==> config.mk <==
export PLATFORM = sky130hd
export DESIGN_NAME = preamble_postamble_deframer_unit_flat
export DESIGN_NICKNAME = d
export VERILOG_FILES = /design/src/sv/ppd_pkg.sv /design/src/sv/ppd_if.sv /design/src/sv/ppd_csr_regs.sv /design/src/sv/ppd_parser.sv /design/src/sv/preamble_postamble_deframer_unit.sv /design/src/flat_wrapper.sv
export SDC_FILE = /design/constraint.sdc
export NUM_CORES = 1
export LEC_CHECK = 0
export BUFFER_PORTS_ARGS = -buffer_cell sky130_fd_sc_hd__buf_2
export CAP_MARGIN = 20
export CORE_UTILIZATION = 30
export CTS_CLUSTER_DIAMETER = 120
export DETAILED_ROUTE_END_ITERATION = 7
export GPL_TIMING_DRIVEN = 0
export PLACE_DENSITY = 0.43
export SLEW_MARGIN = 20
export SYNTH_ARGS = -nofsm -noshare
export SYNTH_HDL_FRONTEND = slang
export SYNTH_SLANG_ARGS = --single-unit
export TNS_END_PERCENT = 100
==> constraint.sdc <==
create_clock -name clock -period 3.12 [get_ports clock]
set_clock_uncertainty 0.05 [all_clocks]
set_input_delay 0.156 -clock clock [delete_from_list [all_inputs] [get_ports clock]]
set_output_delay 0.156 -clock clock [all_outputs]
set_load 0.005 [all_outputs]
==> src/sv/ppd_pkg.sv <==
// ppd_pkg: shared types, constants and register indexes of the preamble/postamble deframer
// no dependencies; compiled first

package ppd_pkg;

   localparam int MAX_FRAME_LEN_DEF = 256;
   localparam int MARKER_LEN_DEF    = 6;

   localparam int BYTE_W     = 8;
   localparam int MINLEN_W   = 9;
   localparam int CSR_IDX_W  = 2;
   localparam int CSR_DATA_W = 9;

   localparam logic [MINLEN_W-1:0] MIN_FRAME_LEN_RST = MINLEN_W'(26);

   typedef enum logic [CSR_IDX_W-1:0] {
      CSR_PREAMBLE  = 2'd0,
      CSR_POSTAMBLE = 2'd1,
      CSR_MIN_LEN   = 2'd2
   } csr_index_type;

   typedef enum logic [4:0] {
      PH_HUNT    = 5'b00001,
      PH_LEN     = 5'b00010,
      PH_PAYLOAD = 5'b00100,
      PH_POST    = 5'b01000,
      PH_TAIL    = 5'b10000
   } phase_type;

   typedef enum logic [2:0] {
      V_NONE = 3'b001,
      V_OK   = 3'b010,
      V_BAD  = 3'b100
   } verdict_type;

   typedef struct packed {
      logic [BYTE_W-1:0]   preamble_value;
      logic [BYTE_W-1:0]   postamble_value;
      logic [MINLEN_W-1:0] min_frame_len;
   } cfg_type;

   typedef struct packed {
      logic              item_type;
      logic [BYTE_W-1:0] payload_byte;
      logic              accepted;
      logic [BYTE_W-1:0] message_len;
      logic              last;
   } rsp_type;

endpackage

==> src/sv/ppd_if.sv <==
// ppd_if: word channels of the deframer (input bytes, results, register writes)
// depends on ppd_pkg

interface ppd_req_if;
   import ppd_pkg::*;
   logic              valid;
   logic              ready;
   logic [BYTE_W-1:0] rx_byte;
   logic              end_of_frame;
   modport source (output valid, rx_byte, end_of_frame, input ready);
   modport sink (input valid, rx_byte, end_of_frame, output ready);
endinterface

interface ppd_rsp_if;
   import ppd_pkg::*;
   logic              valid;
   logic              ready;
   logic              item_type;
   logic [BYTE_W-1:0] payload_byte;
   logic              accepted;
   logic [BYTE_W-1:0] message_len;
   logic              last;
   modport source (output valid, item_type, payload_byte, accepted, message_len, last,
                   input ready);
   modport sink (input valid, item_type, payload_byte, accepted, message_len, last,
                 output ready);
endinterface

interface ppd_csr_if;
   import ppd_pkg::*;
   logic                  valid;
   logic                  ready;
   logic [CSR_IDX_W-1:0]  index;
   logic [CSR_DATA_W-1:0] data;
   modport source (output valid, index, data, input ready);
   modport sink (input valid, index, data, output ready);
endinterface

==> src/sv/ppd_csr_regs.sv <==
// ppd_csr_regs: configuration registers of the deframer
// depends on ppd_pkg

module ppd_csr_regs (
   input  logic                           clock,
   input  logic                           reset,
   input  logic                           wr_en,
   input  logic [ppd_pkg::CSR_IDX_W-1:0]  wr_index,
   input  logic [ppd_pkg::CSR_DATA_W-1:0] wr_data,
   output ppd_pkg::cfg_type               cfg
);
   import ppd_pkg::*;

   cfg_type cfg_ff, cfg_in;

   always_comb begin
      cfg_in = cfg_ff;
      if (wr_en) begin
         case (csr_index_type'(wr_index))
            CSR_PREAMBLE:  cfg_in.preamble_value  = wr_data[BYTE_W-1:0];
            CSR_POSTAMBLE: cfg_in.postamble_value = wr_data[BYTE_W-1:0];
            CSR_MIN_LEN:   cfg_in.min_frame_len   = wr_data[MINLEN_W-1:0];
            default: ;
         endcase
      end
   end

   always_ff @(posedge clock) begin
      if (reset) begin
         cfg_ff.preamble_value  <= '0;
         cfg_ff.postamble_value <= '0;
         cfg_ff.min_frame_len   <= MIN_FRAME_LEN_RST;
      end else begin
         cfg_ff <= cfg_in;
      end
   end

   assign cfg = cfg_ff;

endmodule

==> src/sv/ppd_parser.sv <==
// ppd_parser: per-frame phase machine, one byte per enabled cycle, with result decode
// depends on ppd_pkg

module ppd_parser #(
   parameter int MAX_FRAME_LEN = ppd_pkg::MAX_FRAME_LEN_DEF,
   parameter int MARKER_LEN    = ppd_pkg::MARKER_LEN_DEF
) (
   input  logic                       clock,
   input  logic                       reset,
   input  ppd_pkg::cfg_type           cfg,
   input  logic                       step_en,
   input  logic [ppd_pkg::BYTE_W-1:0] rx_byte,
   input  logic                       end_of_frame,
   output logic                       has_result,
   output ppd_pkg::rsp_type           result
);
   import ppd_pkg::*;

   localparam int POS_W = $clog2(MAX_FRAME_LEN + 1);
   localparam int RUN_W = $clog2(MARKER_LEN + 1);
   localparam int SUM_W = ((POS_W > MINLEN_W) ? POS_W : MINLEN_W) + 1;
   localparam logic [POS_W-1:0] POS_MAX  = POS_W'(MAX_FRAME_LEN);
   localparam logic [SUM_W-1:0] SUM_MAX  = SUM_W'(MAX_FRAME_LEN);
   localparam logic [RUN_W-1:0] RUN_LAST = RUN_W'(MARKER_LEN - 1);

   logic [POS_W-1:0]  pos_ff, pos_in, pos_upd;
   phase_type         phase_ff, phase_in, phase_upd;
   logic [RUN_W-1:0]  run_ff, run_in, run_upd;
   logic [BYTE_W-1:0] len_ff, len_in, len_upd;
   logic [BYTE_W-1:0] remain_ff, remain_in, remain_upd;
   verdict_type       verdict_ff, verdict_in, verdict_upd;
   logic              emit;
   logic              ok;
   logic [SUM_W-1:0]  len_end;
   logic [BYTE_W-1:0] remain_dec;

   assign len_end    = SUM_W'(pos_ff) + SUM_W'(rx_byte);
   assign remain_dec = remain_ff - 1'b1;

   always_comb begin
      pos_upd     = pos_ff;
      phase_upd   = phase_ff;
      run_upd     = run_ff;
      len_upd     = len_ff;
      remain_upd  = remain_ff;
      verdict_upd = verdict_ff;
      emit        = 1'b0;
      if (pos_ff < POS_MAX) begin
         pos_upd = pos_ff + 1'b1;
      end
      if (verdict_ff == V_NONE) begin
         case (phase_ff)
            PH_HUNT: begin
               if (rx_byte == cfg.preamble_value) begin
                  if (run_ff == RUN_LAST) begin
                     run_upd   = '0;
                     phase_upd = PH_LEN;
                  end else begin
                     run_upd = run_ff + 1'b1;
                  end
               end else begin
                  run_upd = '0;
               end
            end
            PH_LEN: begin
               // zero length or payload running into the frame limit
               if (rx_byte == '0 || len_end >= SUM_MAX) begin
                  verdict_upd = V_BAD;
               end else begin
                  len_upd    = rx_byte;
                  remain_upd = rx_byte - 1'b1;
                  run_upd    = '0;
                  phase_upd  = (rx_byte == BYTE_W'(1)) ? PH_POST : PH_PAYLOAD;
               end
            end
            PH_PAYLOAD: begin
               emit       = 1'b1;
               remain_upd = remain_dec;
               if (remain_dec == '0) begin
                  phase_upd = PH_POST;
               end
            end
            PH_POST: begin
               if (rx_byte != cfg.postamble_value) begin
                  verdict_upd = V_BAD;
               end else if (run_ff == RUN_LAST) begin
                  run_upd     = '0;
                  phase_upd   = PH_TAIL;
                  verdict_upd = V_OK;
               end else begin
                  run_upd = run_ff + 1'b1;
               end
            end
            default: verdict_upd = V_BAD;
         endcase
      end
   end

   // frame end puts every per-frame register back to its idle value
   always_comb begin
      if (step_en && end_of_frame) begin
         pos_in     = '0;
         phase_in   = PH_HUNT;
         run_in     = '0;
         len_in     = '0;
         remain_in  = '0;
         verdict_in = V_NONE;
      end else if (step_en) begin
         pos_in     = pos_upd;
         phase_in   = phase_upd;
         run_in     = run_upd;
         len_in     = len_upd;
         remain_in  = remain_upd;
         verdict_in = verdict_upd;
      end else begin
         pos_in     = pos_ff;
         phase_in   = phase_ff;
         run_in     = run_ff;
         len_in     = len_ff;
         remain_in  = remain_ff;
         verdict_in = verdict_ff;
      end
   end

   always_ff @(posedge clock) begin
      if (reset) begin
         pos_ff     <= '0;
         phase_ff   <= PH_HUNT;
         run_ff     <= '0;
         len_ff     <= '0;
         remain_ff  <= '0;
         verdict_ff <= V_NONE;
      end else begin
         pos_ff     <= pos_in;
         phase_ff   <= phase_in;
         run_ff     <= run_in;
         len_ff     <= len_in;
         remain_ff  <= remain_in;
         verdict_ff <= verdict_in;
      end
   end

   assign ok = (verdict_upd == V_OK)
               && (SUM_W'(pos_upd) >= SUM_W'(cfg.min_frame_len))
               && (SUM_W'(pos_upd) < SUM_MAX);

   // the byte held now would produce a word if it were stepped
   assign has_result = end_of_frame || emit;

   always_comb begin
      if (end_of_frame) begin
         result.item_type    = 1'b1;
         result.payload_byte = '0;
         result.accepted     = ok;
         result.message_len  = ok ? len_upd : '0;
         result.last         = 1'b1;
      end else begin
         result.item_type    = 1'b0;
         result.payload_byte = rx_byte;
         result.accepted     = 1'b0;
         result.message_len  = '0;
         result.last         = 1'b0;
      end
   end

endmodule

==> src/sv/preamble_postamble_deframer_unit.sv <==
// preamble_postamble_deframer_unit: top level of the preamble/postamble deframer
// depends on ppd_pkg, ppd_if, ppd_csr_regs, ppd_parser

// Takes one received frame byte per word on req_if, last byte flagged by end_of_frame.
// It hunts for the first run of MARKER_LEN preamble bytes, reads the length byte L,
// forwards the L-1 payload bytes as words on rsp_if and then checks MARKER_LEN
// postamble bytes. The frame's last byte always yields one verdict word (last = 1)
// carrying accepted and, when accepted, L. Rejected frames may already have emitted
// payload words; the consumer discards them. A byte word is taken every cycle
// (one per clock sustained) unless a result word meets a full, stalled output register.
// Bytes pass the input register; the phase machine then feeds the output register.
// Register writes on csr_if are always ready and must only be issued while idle.

module preamble_postamble_deframer_unit #(
   parameter int MAX_FRAME_LEN = ppd_pkg::MAX_FRAME_LEN_DEF,
   parameter int MARKER_LEN    = ppd_pkg::MARKER_LEN_DEF
) (
   input  logic     clock,
   input  logic     reset,
   ppd_req_if.sink  req_if,
   ppd_rsp_if.source rsp_if,
   ppd_csr_if.sink  csr_if
);
   import ppd_pkg::*;

   cfg_type cfg;

   // input word register
   logic              in_valid_ff, in_valid_in;
   logic [BYTE_W-1:0] in_byte_ff, in_byte_in;
   logic              in_eof_ff, in_eof_in;

   // output word register
   logic    out_valid_ff, out_valid_in;
   rsp_type out_ff, out_in;

   logic    step_en;
   logic    has_result;
   rsp_type result;
   logic    out_free;
   logic    req_take;

   // register file, writes accepted every cycle
   assign csr_if.ready = 1'b1;

   ppd_csr_regs u_csr (
      .clock    (clock),
      .reset    (reset),
      .wr_en    (csr_if.valid),
      .wr_index (csr_if.index),
      .wr_data  (csr_if.data),
      .cfg      (cfg)
   );

   // output slot frees up when empty or drained this cycle
   assign out_free = !out_valid_ff || rsp_if.ready;

   // a byte with no result never waits on the output side
   assign step_en = in_valid_ff && (out_free || !has_result);

   ppd_parser #(
      .MAX_FRAME_LEN (MAX_FRAME_LEN),
      .MARKER_LEN    (MARKER_LEN)
   ) u_parser (
      .clock        (clock),
      .reset        (reset),
      .cfg          (cfg),
      .step_en      (step_en),
      .rx_byte      (in_byte_ff),
      .end_of_frame (in_eof_ff),
      .has_result   (has_result),
      .result       (result)
   );

   // input register refills as soon as its word moves into the parser
   assign req_if.ready = !in_valid_ff || step_en;
   assign req_take     = req_if.valid && req_if.ready;

   always_comb begin
      in_valid_in = in_valid_ff;
      in_byte_in  = in_byte_ff;
      in_eof_in   = in_eof_ff;
      if (req_take) begin
         in_valid_in = 1'b1;
         in_byte_in  = req_if.rx_byte;
         in_eof_in   = req_if.end_of_frame;
      end else if (step_en) begin
         in_valid_in = 1'b0;
      end
   end

   always_comb begin
      out_valid_in = out_valid_ff;
      out_in       = out_ff;
      if (step_en && has_result) begin
         out_valid_in = 1'b1;
         out_in       = result;
      end else if (rsp_if.ready) begin
         out_valid_in = 1'b0;
      end
   end

   always_ff @(posedge clock) begin
      if (reset) begin
         in_valid_ff  <= 1'b0;
         out_valid_ff <= 1'b0;
      end else begin
         in_valid_ff  <= in_valid_in;
         out_valid_ff <= out_valid_in;
      end
   end

   // payload registers, no reset needed
   always_ff @(posedge clock) begin
      in_byte_ff <= in_byte_in;
      in_eof_ff  <= in_eof_in;
      out_ff     <= out_in;
   end

   assign rsp_if.valid        = out_valid_ff;
   assign rsp_if.item_type    = out_ff.item_type;
   assign rsp_if.payload_byte = out_ff.payload_byte;
   assign rsp_if.accepted     = out_ff.accepted;
   assign rsp_if.message_len  = out_ff.message_len;
   assign rsp_if.last         = out_ff.last;

endmodule
==> src/flat_wrapper.sv <==
// flat-port wrapper written by rule: the top's interface ports become plain ports
module preamble_postamble_deframer_unit_flat import ppd_pkg::*;
#(
   parameter int MAX_FRAME_LEN = ppd_pkg::MAX_FRAME_LEN_DEF,
   parameter int MARKER_LEN    = ppd_pkg::MARKER_LEN_DEF
)
  (clock, reset, req_if_valid, req_if_rx_byte, req_if_end_of_frame, req_if_ready, rsp_if_valid, rsp_if_item_type, rsp_if_payload_byte, rsp_if_accepted, rsp_if_message_len, rsp_if_last, rsp_if_ready, csr_if_valid, csr_if_index, csr_if_data, csr_if_ready);
  ppd_req_if req_if_i ();
  ppd_rsp_if rsp_if_i ();
  ppd_csr_if csr_if_i ();
  input  logic clock;
  input  logic reset;
  input wire logic [$bits(req_if_i.valid)-1:0] req_if_valid;
  input wire logic [$bits(req_if_i.rx_byte)-1:0] req_if_rx_byte;
  input wire logic [$bits(req_if_i.end_of_frame)-1:0] req_if_end_of_frame;
  output wire logic [$bits(req_if_i.ready)-1:0] req_if_ready;
  output wire logic [$bits(rsp_if_i.valid)-1:0] rsp_if_valid;
  output wire logic [$bits(rsp_if_i.item_type)-1:0] rsp_if_item_type;
  output wire logic [$bits(rsp_if_i.payload_byte)-1:0] rsp_if_payload_byte;
  output wire logic [$bits(rsp_if_i.accepted)-1:0] rsp_if_accepted;
  output wire logic [$bits(rsp_if_i.message_len)-1:0] rsp_if_message_len;
  output wire logic [$bits(rsp_if_i.last)-1:0] rsp_if_last;
  input wire logic [$bits(rsp_if_i.ready)-1:0] rsp_if_ready;
  input wire logic [$bits(csr_if_i.valid)-1:0] csr_if_valid;
  input wire logic [$bits(csr_if_i.index)-1:0] csr_if_index;
  input wire logic [$bits(csr_if_i.data)-1:0] csr_if_data;
  output wire logic [$bits(csr_if_i.ready)-1:0] csr_if_ready;
  assign req_if_i.valid = req_if_valid;
  assign req_if_i.rx_byte = req_if_rx_byte;
  assign req_if_i.end_of_frame = req_if_end_of_frame;
  assign req_if_ready = req_if_i.ready;
  assign rsp_if_valid = rsp_if_i.valid;
  assign rsp_if_item_type = rsp_if_i.item_type;
  assign rsp_if_payload_byte = rsp_if_i.payload_byte;
  assign rsp_if_accepted = rsp_if_i.accepted;
  assign rsp_if_message_len = rsp_if_i.message_len;
  assign rsp_if_last = rsp_if_i.last;
  assign rsp_if_i.ready = rsp_if_ready;
  assign csr_if_i.valid = csr_if_valid;
  assign csr_if_i.index = csr_if_index;
  assign csr_if_i.data = csr_if_data;
  assign csr_if_ready = csr_if_i.ready;
  preamble_postamble_deframer_unit #(.MAX_FRAME_LEN(MAX_FRAME_LEN), .MARKER_LEN(MARKER_LEN)) u_core (.clock(clock), .reset(reset), .req_if(req_if_i), .rsp_if(rsp_if_i), .csr_if(csr_if_i));
endmodule
==> impl_metrics.tcl, run 1 <==
set metrics [dict create \
    synth-edff-count 27 \
    layout_min_cycle_time_ns 2.91 \
    antenna_found_initial 0 \
    worstSetupPathType "reg2reg" \
    worst_setup_path_end_kind "flop" \
    clkLatencyLatePin_ns 0.35 \
    cpMostUsedCell "ha_1" \
    p_leak_uw 0.00227 \
    cp_data_required_time_ns 3.15 \
    numCtsBuffers 9 \
    worstMarginPinSlew_ns 0.984 \
    core_um2 15900 \
    r2r_cells 11 \
    ys_ff_latch 90 \
    diodes 0 \
    synth_cell_type_count 70 \
    peakVddDrop_uv 268 \
    dieWidth_um 130 \
    grt_pass1_vias 3836 \
    io_buffer_count 45 \
    path_max_fanout 9 \
    start_kind "flop" \
    synth_xor_area_frac 0.0694 \
    r2r-end "u_core.rsp_if.message_len[2]" \
    crit_start "u_core.u_parser.pos_ff[1]" \
    ff2ff_setup_slack_ns 0.21 \
    fin_util 0.369 \
    die_h_um 130 \
    dr.pass1.iters 5 \
    power_frac_seq 0.488 \
    hold_path_depth 3 \
    cts_num_sinks 90 \
    ioPinCount 47 \
    power_uw 2550 \
    grt-ovfl-total 0 \
    start_util 0.309 \
    worstReg2RegStart "u_core.u_parser.pos_ff[1]" \
    rsz0062_at_grt "no" \
    p_clk_frac 0.426 \
    synth_top_area_share 0.256 \
    tns_ns 0 \
    synthMuxAreaShare 0.0887 \
    cts_root_buf "clkbuf_16" \
    cp_cell_sequence "ha_1 > nor2b_4 > nand2_1 > or2_2 > xnor2_1 > ha_1 > a2111oi_1 > o21ai_1 > o211ai_1 > buf_12 > nor3_1" \
    cp_slowest_stage_delay_ns 0.41 \
    fillers 1641 \
    synth_fa_ha_area_frac 0.0534 \
    p_comb_frac 0.086 \
    worst_hold_slack_ns 0.0301 \
    yosysSeqAreaShare 0.421 \
    maxCapViolations 0 \
    synthSimpleGateAreaFrac 0.201 \
    crit_slowest_cell "dfxtp_1" \
    cts_tree "built" \
    cts_max_level 3 \
    netlist_area_um2 4920 \
    yosysMostFrequentCell "dfxtp_1" \
    drv_slew 0 \
    hold_viol 0 \
    fin_crit_sh 0.934 \
    dp_hpwl_um 9990 \
    yosysTopAreaCell "dfxtp_1" \
    finalSetupViolCount 0 \
    synth.area.top_cells "dfxtp_1, edfxtp_1, mux2i_1" \
    stdcell_count 803 \
    cp.arrival_ns 2.94 \
    synth_top_family_by_area "simple AND/OR/NAND/NOR gates" \
    yosys_most_used_dff "dfxtp_1" \
    swShare 0.235 \
    ant_nets 0 \
    yosys-top-cells-count "dfxtp_1, nor2_1, mux2i_1, nand2_1, xnor2_1" \
    synth_compound_area_frac 0.123 \
    ys_warn_count 0 \
    avgSynthCellArea_um2 9.57 \
    min_path_type "in2reg" \
    clk_pin_slew_worst_paths_ns 0.06 \
    fmax_ghz 0.343 \
    synthCells 514 \
    row_count 46 \
    grt.total_usage 0.168 \
    drive_gt1_frac 0.181 \
    dp.cells 777 \
    syn_to_final_growth_pct 19.6 \
    nets 628 \
    slew_headroom 0.341 \
    status "complete, no violations" \
    synth_nets 560 \
    crit_end "u_core.rsp_if.message_len[2]" \
    grt_max_degree 15 \
    via_count 3917 \
    p_int_uw 1950 \
    routed_wl_um 13400 \
    via_per_inst 4.88 \
    grt_pass1_wl_um 20900 \
    drc 0 \
    powerDensity_nw_per_um2 433 \
    ys_async_sr_fraction 0 \
    gp_congestion 0.804 \
    wl_per_cell_um 16.7 \
    cts.path.max_buffers 2 \
    first_iter_violations 242 \
    die-area_um2 16900 \
    switching_power_uw 598 \
]
[metal layers]
layer | global-route usage | vias up | share of wire
li1 | - | 1985 | -
met1 | 0.215 | 1839 | 0.48
met2 | 0.280 | 82 | 0.47
met3 | 0.0410 | 11 | 0.047
met4 | 0.0472 | 0 | 0.011
met5 | 0 | - | 0
[cell usage in the layout, fill, tap and decap left out, drive strengths merged, types with 5 or more instances in the layout]
cell          n
nand4        13
nor2         60
mux2i        41
dfxtp        63
nor3         15
o21ai        21
edfxtp       27
ha           21
a31oi         9
o21a          5
nor2b         9
nand3        16
nand2        31
a21oi        21
buf          65
xnor2        30
clkbuf       29
xor2          9
inv          18
dlygate4sd3  10
nor3b         6
nand2b        5
[power by group through the flow]
stage                     registers, uW  logic (uW)  clock network [uW]
after CTS                          1240         221                1130
after floorplan                    1270         130                   0
after global placement             1270         203                   0
after global routing               1250         241                1170
after detailed placement           1270         210                   0
final                              1240         218                1090
[sequential cells by signal, summed over array words and instances (netlist names)]
name / flops
u_core.in_eof_ff: 1
u_core.in_valid_ff: 1
u_core.rsp_if.accepted: 1
u_core.u_parser.phase_ff: 5
u_core.rsp_if.message_len: 8
u_core.u_parser.run_ff: 3
u_core.u_parser.pos_ff: 9
u_core.u_parser.remain_ff: 8
u_core.in_byte_ff: 8
u_core.u_parser.verdict_ff: 3
u_core.u_csr.cfg: 25
u_core.rsp_if.payload_byte: 8
u_core.u_parser.len_ff: 8
u_core.rsp_if.last: 1
u_core.rsp_if.valid: 1
[cells by family (layout without fill, tap and decap cells)]
family                   count (synthesis)  count (layout)
XOR/XNOR                                39              39
multiplexers                            43              43
other                                    1               1
AO/OA/AOI/OAI                           87              87
flip-flops                              90              90
AND/OR/NAND/NOR                        184             184
adder cells (fa/ha/maj)                 21              21
buffers and inverters                   49             122
[worst min path at each step]
stage / endpoint / start / slack (ns)
2_1_floorplan: u_core.in_byte_ff[0] / req_if_rx_byte[0] / 0.20
3_3_place_gp: u_core.in_byte_ff[0] / req_if_rx_byte[0] / 0.29
3_5_place_dp: u_core.in_eof_ff / req_if_end_of_frame / 0.28
4_1_cts: u_core.in_valid_ff / req_if_valid / 0.02
5_1_grt: u_core.u_csr.cfg[10] / csr_if_data[1] / 0.03
6_report: u_core.in_valid_ff / req_if_valid / 0.03
[stage by stage]
stage	area [um2]	setup slack, ns
floorplan	4920	0.343
global placement	5420	-0.136
detailed placement	5450	-0.260
CTS	5870	0.000885
global route	5890	0.0199
finish	5890	0.205
[critical path: cells and delay by family, from the launching register on]
| kind | cells | cell delay [ns] |
|---|---|---|
| xor+xnor | 1 | 0.14 |
| fa+ha+maj | 2 | 0.50 |
| simple gates | 4 | 0.63 |
| flops | 1 | 0.41 |
| compound gates | 3 | 0.74 |
| buf+inv | 1 | 0.17 |
[timing repair]
| item | in CTS | in global routing |
|---|---|---|
| hold buffers | 10 | 0 |
| pin swaps | 1 | 0 |
| endpoints found under the setup margin | 9 | 9 |
| gates resized for setup | 2 | 6 |
| hold endpoints to repair | 10 | 0 |
| buffers inserted | 1 | 0 |
[final cells by class]
type                    instances  area [um2]  area share
plain buffers                  31         144      0.0244
clock buffers                  15         289      0.0491
clock inverters                 1        6.26     0.00106
inverters                      17        63.8      0.0108
multi-input cells             375        2670       0.453
flip-flops and latches         90        2070       0.352
well taps                     216         270      0.0459
repair buffers                 58         372      0.0631
Note: power is estimated with default switching activity, not from simulation.
==> run 2, diff against run 1 <==
--- a/config.mk
+++ b/config.mk
@@ -7,11 +7,12 @@
 export LEC_CHECK = 0
 export BUFFER_PORTS_ARGS = -buffer_cell sky130_fd_sc_hd__buf_2
 export CAP_MARGIN = 20
-export CORE_UTILIZATION = 30
+export CORE_UTILIZATION = 60
 export CTS_CLUSTER_DIAMETER = 120
 export DETAILED_ROUTE_END_ITERATION = 7
 export GPL_TIMING_DRIVEN = 0
-export PLACE_DENSITY = 0.43
+export PLACE_DENSITY = 0.78
+export REMOVE_ABC_BUFFERS = 1
 export SLEW_MARGIN = 20
 export SYNTH_ARGS = -nofsm -noshare
 export SYNTH_HDL_FRONTEND = slang
==> impl_metrics.tcl, run 2 (same netlist as run 1, synthesis figures left out) <==
set metrics [dict create \
    top_usage_layer "met2" \
    final_common_cell "dfxtp_1" \
    power_uw 2480 \
    path_max_fanout 8 \
    antenna_found_initial 0 \
    peakVddDrop_uv 420 \
    cts.path.max_buffers 2 \
    finalSetupViolCount 0 \
    dp.cells 630 \
    via_per_inst 6.06 \
    core_um2 7850 \
    use_met1 0.334 \
    violations "hold timing" \
    drc 0 \
    p_comb_frac 0.070 \
    crit_start "u_core.in_byte_ff[7]" \
    grt-ovfl-total 0 \
    largest_reg_flops 25 \
    grt_max_degree 30 \
    dieWidth_um 92.6 \
    fin_crit_sh 0.941 \
    cp_slowest_stage_delay_ns 0.60 \
    ioPinCount 47 \
    fmax_ghz 0.341 \
    numCtsBuffers 9 \
    final_cell_mix "dfxtp_1, nor2_1, buf_2" \
    wl_per_cell_um 17.2 \
    slew_headroom 0.340 \
    p_int_uw 1920 \
    cp_data_required_time_ns 3.17 \
    grt_pass1_vias 4003 \
    crit_slowest_cell "edfxtp_1" \
    clk_pin_slew_worst_paths_ns 0.09 \
    cts_tree "built" \
    dp_hpwl_um 7670 \
    status "finished, violations left" \
    nets 597 \
    clkLatencyLatePin_ns 0.37 \
    worst_hold_slack_ns -0.00185 \
    worstMarginPinSlew_ns 0.985 \
    worstSetupPathType "reg2reg" \
    die_h_um 92.6 \
    dr.pass1.iters 5 \
    maxCapViolations 0 \
    row_count 32 \
    p_clk_frac 0.420 \
    diodes 0 \
    powerDensity_nw_per_um2 447 \
    die-area_um2 8570 \
    start_kind "flop" \
    cts_max_level 3 \
    stdcell_count 658 \
    rsz0062_at_grt "no" \
    io_buffer_count 45 \
    grt_use_met2 0.499 \
    worstReg2RegStart "u_core.in_byte_ff[7]" \
    swShare 0.228 \
    min_path_type "in2reg" \
    worst_setup_path_end_kind "flop" \
    ant_nets 0 \
    grt_pass1_wl_um 18800 \
    drive_gt1_frac 0.171 \
    use_met3 0.0542 \
    syn_to_final_growth_pct 12.8 \
    cp_cell_sequence "ha_1 > nand4_1 > a21oi_1 > and4_1 > and3_1 > mux2i_1 > nor3_1" \
    gp_congestion 0.890 \
    switching_power_uw 566 \
    via_count 3989 \
    cp.arrival_ns 2.99 \
    start_util 0.627 \
    first_iter_violations 254 \
    p_leak_uw 0.00216 \
    hp-start "csr_if_data[2]" \
    grt.total_usage 0.284 \
    hold_viol 1 \
    power_frac_seq 0.510 \
    cts_num_sinks 90 \
    layout_min_cycle_time_ns 2.94 \
    cts_root_buf "clkbuf_8" \
    drv_slew 0 \
    routed_wl_um 11300 \
]
==> run 2: cell types whose count changed in the layout (fill, tap and decap cells not counted), sizes merged <==
cell         delta
clkinvlp        +1
bufinv          +4
clkbuf         -20
clkinv          +1
dlygate4sd3     +1
buf            -18
==> run 2: what timing repair did <==
item | 4_1_cts | 5_1_grt
gates resized for setup | 0 | 6
setup endpoints to repair | 9 | 9
setup buffers | 1 | 0
hold endpoints to repair | 11 | 0
hold buffers | 11 | 0
==> run 2: power by group through the flow <==
stage / Sequential, uW / Combinational [uW] / Clock (uW)
final: 1270 / 173 / 1040
after global routing: 1270 / 191 / 1090
after CTS: 1270 / 170 / 1040
after detailed placement: 1290 / 158 / 0
after global placement: 1290 / 151 / 0
after floorplan: 1280 / 103 / 0
==> run 2: path summary, 6_finish.rpt <==
kind                                        to  slack [ns]  depth (start not counted)
setup / recovery  u_core.rsp_if.message_len[1]        0.18                          7
hold / removal             u_core.u_csr.cfg[2]      -0.002                          3
setup reg to reg  u_core.rsp_if.message_len[1]        0.18                          7
hold reg to reg      u_core.u_parser.len_ff[0]        0.45                          2
==> run 2: worst max-delay path, delay by kind of cell (launching register included) <==
kind,cells,cell delay [ns]
and+or+nand+nor,4,1.04
AOI/OAI and AO/OA,1,0.30
DFF,1,0.60
muxes,1,0.24
adders and majority gates,1,0.45
==> run 2: layout make-up <==
type | instances | area, um2
multi-input combinational | 375 | 2670
fill | 605 | 2290
sequential | 90 | 2070
timing repair buffer | 58 | 350
clock inverter | 7 | 140
tap | 102 | 128
clock buffer | 9 | 124
inverter | 17 | 63.8
==> run 2: metal layers <==
metal,up-vias,share of wire
li1,1907,-
met1,1900,0.41
met2,153,0.50
met3,29,0.060
met4,0,0.025
met5,-,0
==> run 2: through the flow <==
step	utilization	hold slack (ns)	setup slack, ns	area [um2]	TNS, ns
3_3_place_gp	0.653	0.283	-0.431	5130	-3.39
3_5_place_dp	0.657	0.285	-0.103	5150	-0.642
4_1_cts	0.705	0.000185	0.0449	5530	0
5_1_grt	0.708	0.0165	0.0120	5550	0
6_report	0.708	-0.00185	0.184	5550	0
2_1_floorplan	-	0.175	0.259	4770	0
==> run 3, diff against run 2 <==
--- a/config.mk
+++ b/config.mk
@@ -11,7 +11,7 @@
 export CTS_CLUSTER_DIAMETER = 120
 export DETAILED_ROUTE_END_ITERATION = 7
 export GPL_TIMING_DRIVEN = 0
-export PLACE_DENSITY = 0.78
+export PLACE_DENSITY = 0.87
 export REMOVE_ABC_BUFFERS = 1
 export SLEW_MARGIN = 20
 export SYNTH_ARGS = -nofsm -noshare
==> impl_metrics.tcl, run 3 (same netlist as run 1, synthesis figures left out) <==
set metrics [dict create \
    diodes 0 \
    min_path_type "in2reg" \
    cp.arrival_ns 3.02 \
    cpMostUsedCell "ha_1" \
    drv_slew 0 \
    dp_hpwl_um 7710 \
    pre_cts_slack_ns -0.128 \
    swShare 0.241 \
    io_buffer_count 45 \
    switching_power_uw 537 \
    ioPinCount 47 \
    register_area_um2 2070 \
    peakVddDrop_uv 316 \
    via_per_inst 6.04 \
    worstMarginPinSlew_ns 0.942 \
    dr.pass1.iters 6 \
    drive_gt1_frac 0.173 \
    status "complete, no violations" \
    finalSetupViolCount 0 \
    p_leak_uw 0.00214 \
    cp_data_required_time_ns 3.17 \
    die_h_um 92.6 \
    p_comb_frac 0.077 \
    powerDensity_nw_per_um2 406 \
    final_cell_mix "dfxtp_1, nor2_1, buf_2" \
    grt_pass1_vias 3883 \
    hold_viol 0 \
    cp_slowest_stage_delay_ns 0.42 \
    setup_ws_ns 0.155 \
    path_buf_inv 1 \
    wl_per_cell_um 16.8 \
    r2r_cells 11 \
    fmax_ghz 0.337 \
    crit_slowest_cell "dfxtp_1" \
    gp_congestion 0.890 \
    largest_reg_flops 25 \
    clk_pin_slew_worst_paths_ns 0.08 \
    r2r-end "u_core.rsp_if.message_len[5]" \
    power_uw 2230 \
    cts_max_level 3 \
    start_util 0.627 \
    numCtsBuffers 9 \
    power_frac_seq 0.568 \
    antenna_found_initial 0 \
    grt.total_usage 0.273 \
    cts_num_sinks 90 \
    drc 0 \
    fillers 598 \
    layout_min_cycle_time_ns 2.96 \
    path_max_fanout 9 \
    routed_wl_um 11000 \
    p_int_uw 1690 \
    ff2ff_setup_slack_ns 0.16 \
    crit_end "u_core.rsp_if.message_len[5]" \
    fin_crit_sh 0.950 \
    syn_to_final_growth_pct 11.7 \
    crit_start "u_core.u_parser.pos_ff[1]" \
    worstSetupPathType "reg2reg" \
    worst_setup_path_end_kind "flop" \
    cp_cell_sequence "ha_1 > nor2b_4 > nand2_1 > or2_2 > xnor2_1 > ha_1 > a2111oi_2 > o21ai_0 > o211ai_1 > buf_4 > nor3_1" \
    worst-path-stages 11 \
    final_common_cell "dfxtp_1" \
    grt_max_degree 30 \
    row_count 32 \
    cts.path.max_buffers 2 \
    via_count 3974 \
    cts_tree "built" \
    maxCapViolations 0 \
    clkLatencyLatePin_ns 0.37 \
    start_kind "flop" \
    nets 597 \
    ant_nets 0 \
    crit_family "compound AO/OA/AOI/OAI gates" \
    p_clk_frac 0.355 \
    cts_root_buf "clkbuf_8" \
    worstReg2RegStart "u_core.u_parser.pos_ff[1]" \
    hold_path_depth 3 \
    rsz0062_at_grt "no" \
    first_iter_violations 337 \
    die-area_um2 8570 \
    core_um2 7850 \
    slew_headroom 0.369 \
    grt-ovfl-total 0 \
    grt_pass1_wl_um 18200 \
    multi_input_area_um2 2680 \
    dieWidth_um 92.6 \
]
==> run 3: cell count changes in the layout (fill, tap and decap cells not counted), moves of 2 or more <==
cell,change
clkbuf_16,+2
bufinv_16,-4
clkbuf_1,+2
clkinv_2,+2
==> run 3: area by class of cell <==
type	instances	share of cell area
multi-input combinational	375	0.488
inverter	17	0.0116
tap	102	0.0232
sequential	90	0.378
timing repair buffer	58	0.0633
clock buffer	13	0.0330
clock inverter	3	0.00342
==> run 3: worst min-delay path by stage <==
stage | startpoint | end | slack, ns
2_1_floorplan | reset | u_core.in_valid_ff | 0.18
3_3_place_gp | req_if_rx_byte[7] | u_core.in_byte_ff[7] | 0.28
3_5_place_dp | req_if_rx_byte[3] | u_core.in_byte_ff[3] | 0.28
4_1_cts | csr_if_data[0] | u_core.u_csr.cfg[0] | 0.002
5_1_grt | csr_if_data[1] | u_core.u_csr.cfg[18] | 0.01
6_report | csr_if_data[0] | u_core.u_csr.cfg[0] | 0.01
==> run 3: what timing repair did <==
action | in CTS | in global routing
endpoints found under the setup margin | 9 | 9
hold endpoints to repair | 10 | 0
buffers inserted | 1 | 0
gates resized for setup | 0 | 8
hold buffers | 10 | 0
==> run 3: worst reg2reg max path, delay by kind of cell, from the launching register on <==
kind / cells / cell delay [ns]
AND/OR/NAND/NOR: 4 / 0.66
buffers and inverters: 1 / 0.20
flip-flops: 1 / 0.42
adder cells (fa/ha/maj): 2 / 0.56
XOR/XNOR: 1 / 0.14
AO/OA/AOI/OAI: 3 / 0.67
==> run 3: metal layers <==
layer	vias to the layer above	track usage	share of wire
li1	1897	-	-
met1	1870	0.328	0.42
met2	177	0.470	0.48
met3	30	0.0452	0.068
met4	0	0.137	0.028
met5	-	0	0
==> run 3: through the flow <==
stage / hold slack, ns / TNS (ns) / cell area, um2 / std cells / util
5_1_grt: 0.0117 / 0 / 5500 / 658 / 0.700
3_3_place_gp: 0.283 / -2.66 / 5130 / 629 / 0.653
2_1_floorplan: 0.175 / 0 / 4770 / 482 / -
4_1_cts: 0.00237 / 0 / 5470 / 658 / 0.697
6_report: 0.0123 / 0 / 5500 / 658 / 0.700
3_5_place_dp: 0.284 / -1.04 / 5160 / 631 / 0.658
==> run 3: power groups by stage <==
stage | Sequential [uW] | Clock [uW] | Combinational (uW)
2_1_floorplan | 1280 | 0 | 103
3_3_place_gp | 1290 | 0 | 149
3_5_place_dp | 1290 | 0 | 158
4_1_cts | 1270 | 797 | 168
5_1_grt | 1270 | 845 | 189
6_report | 1270 | 791 | 171
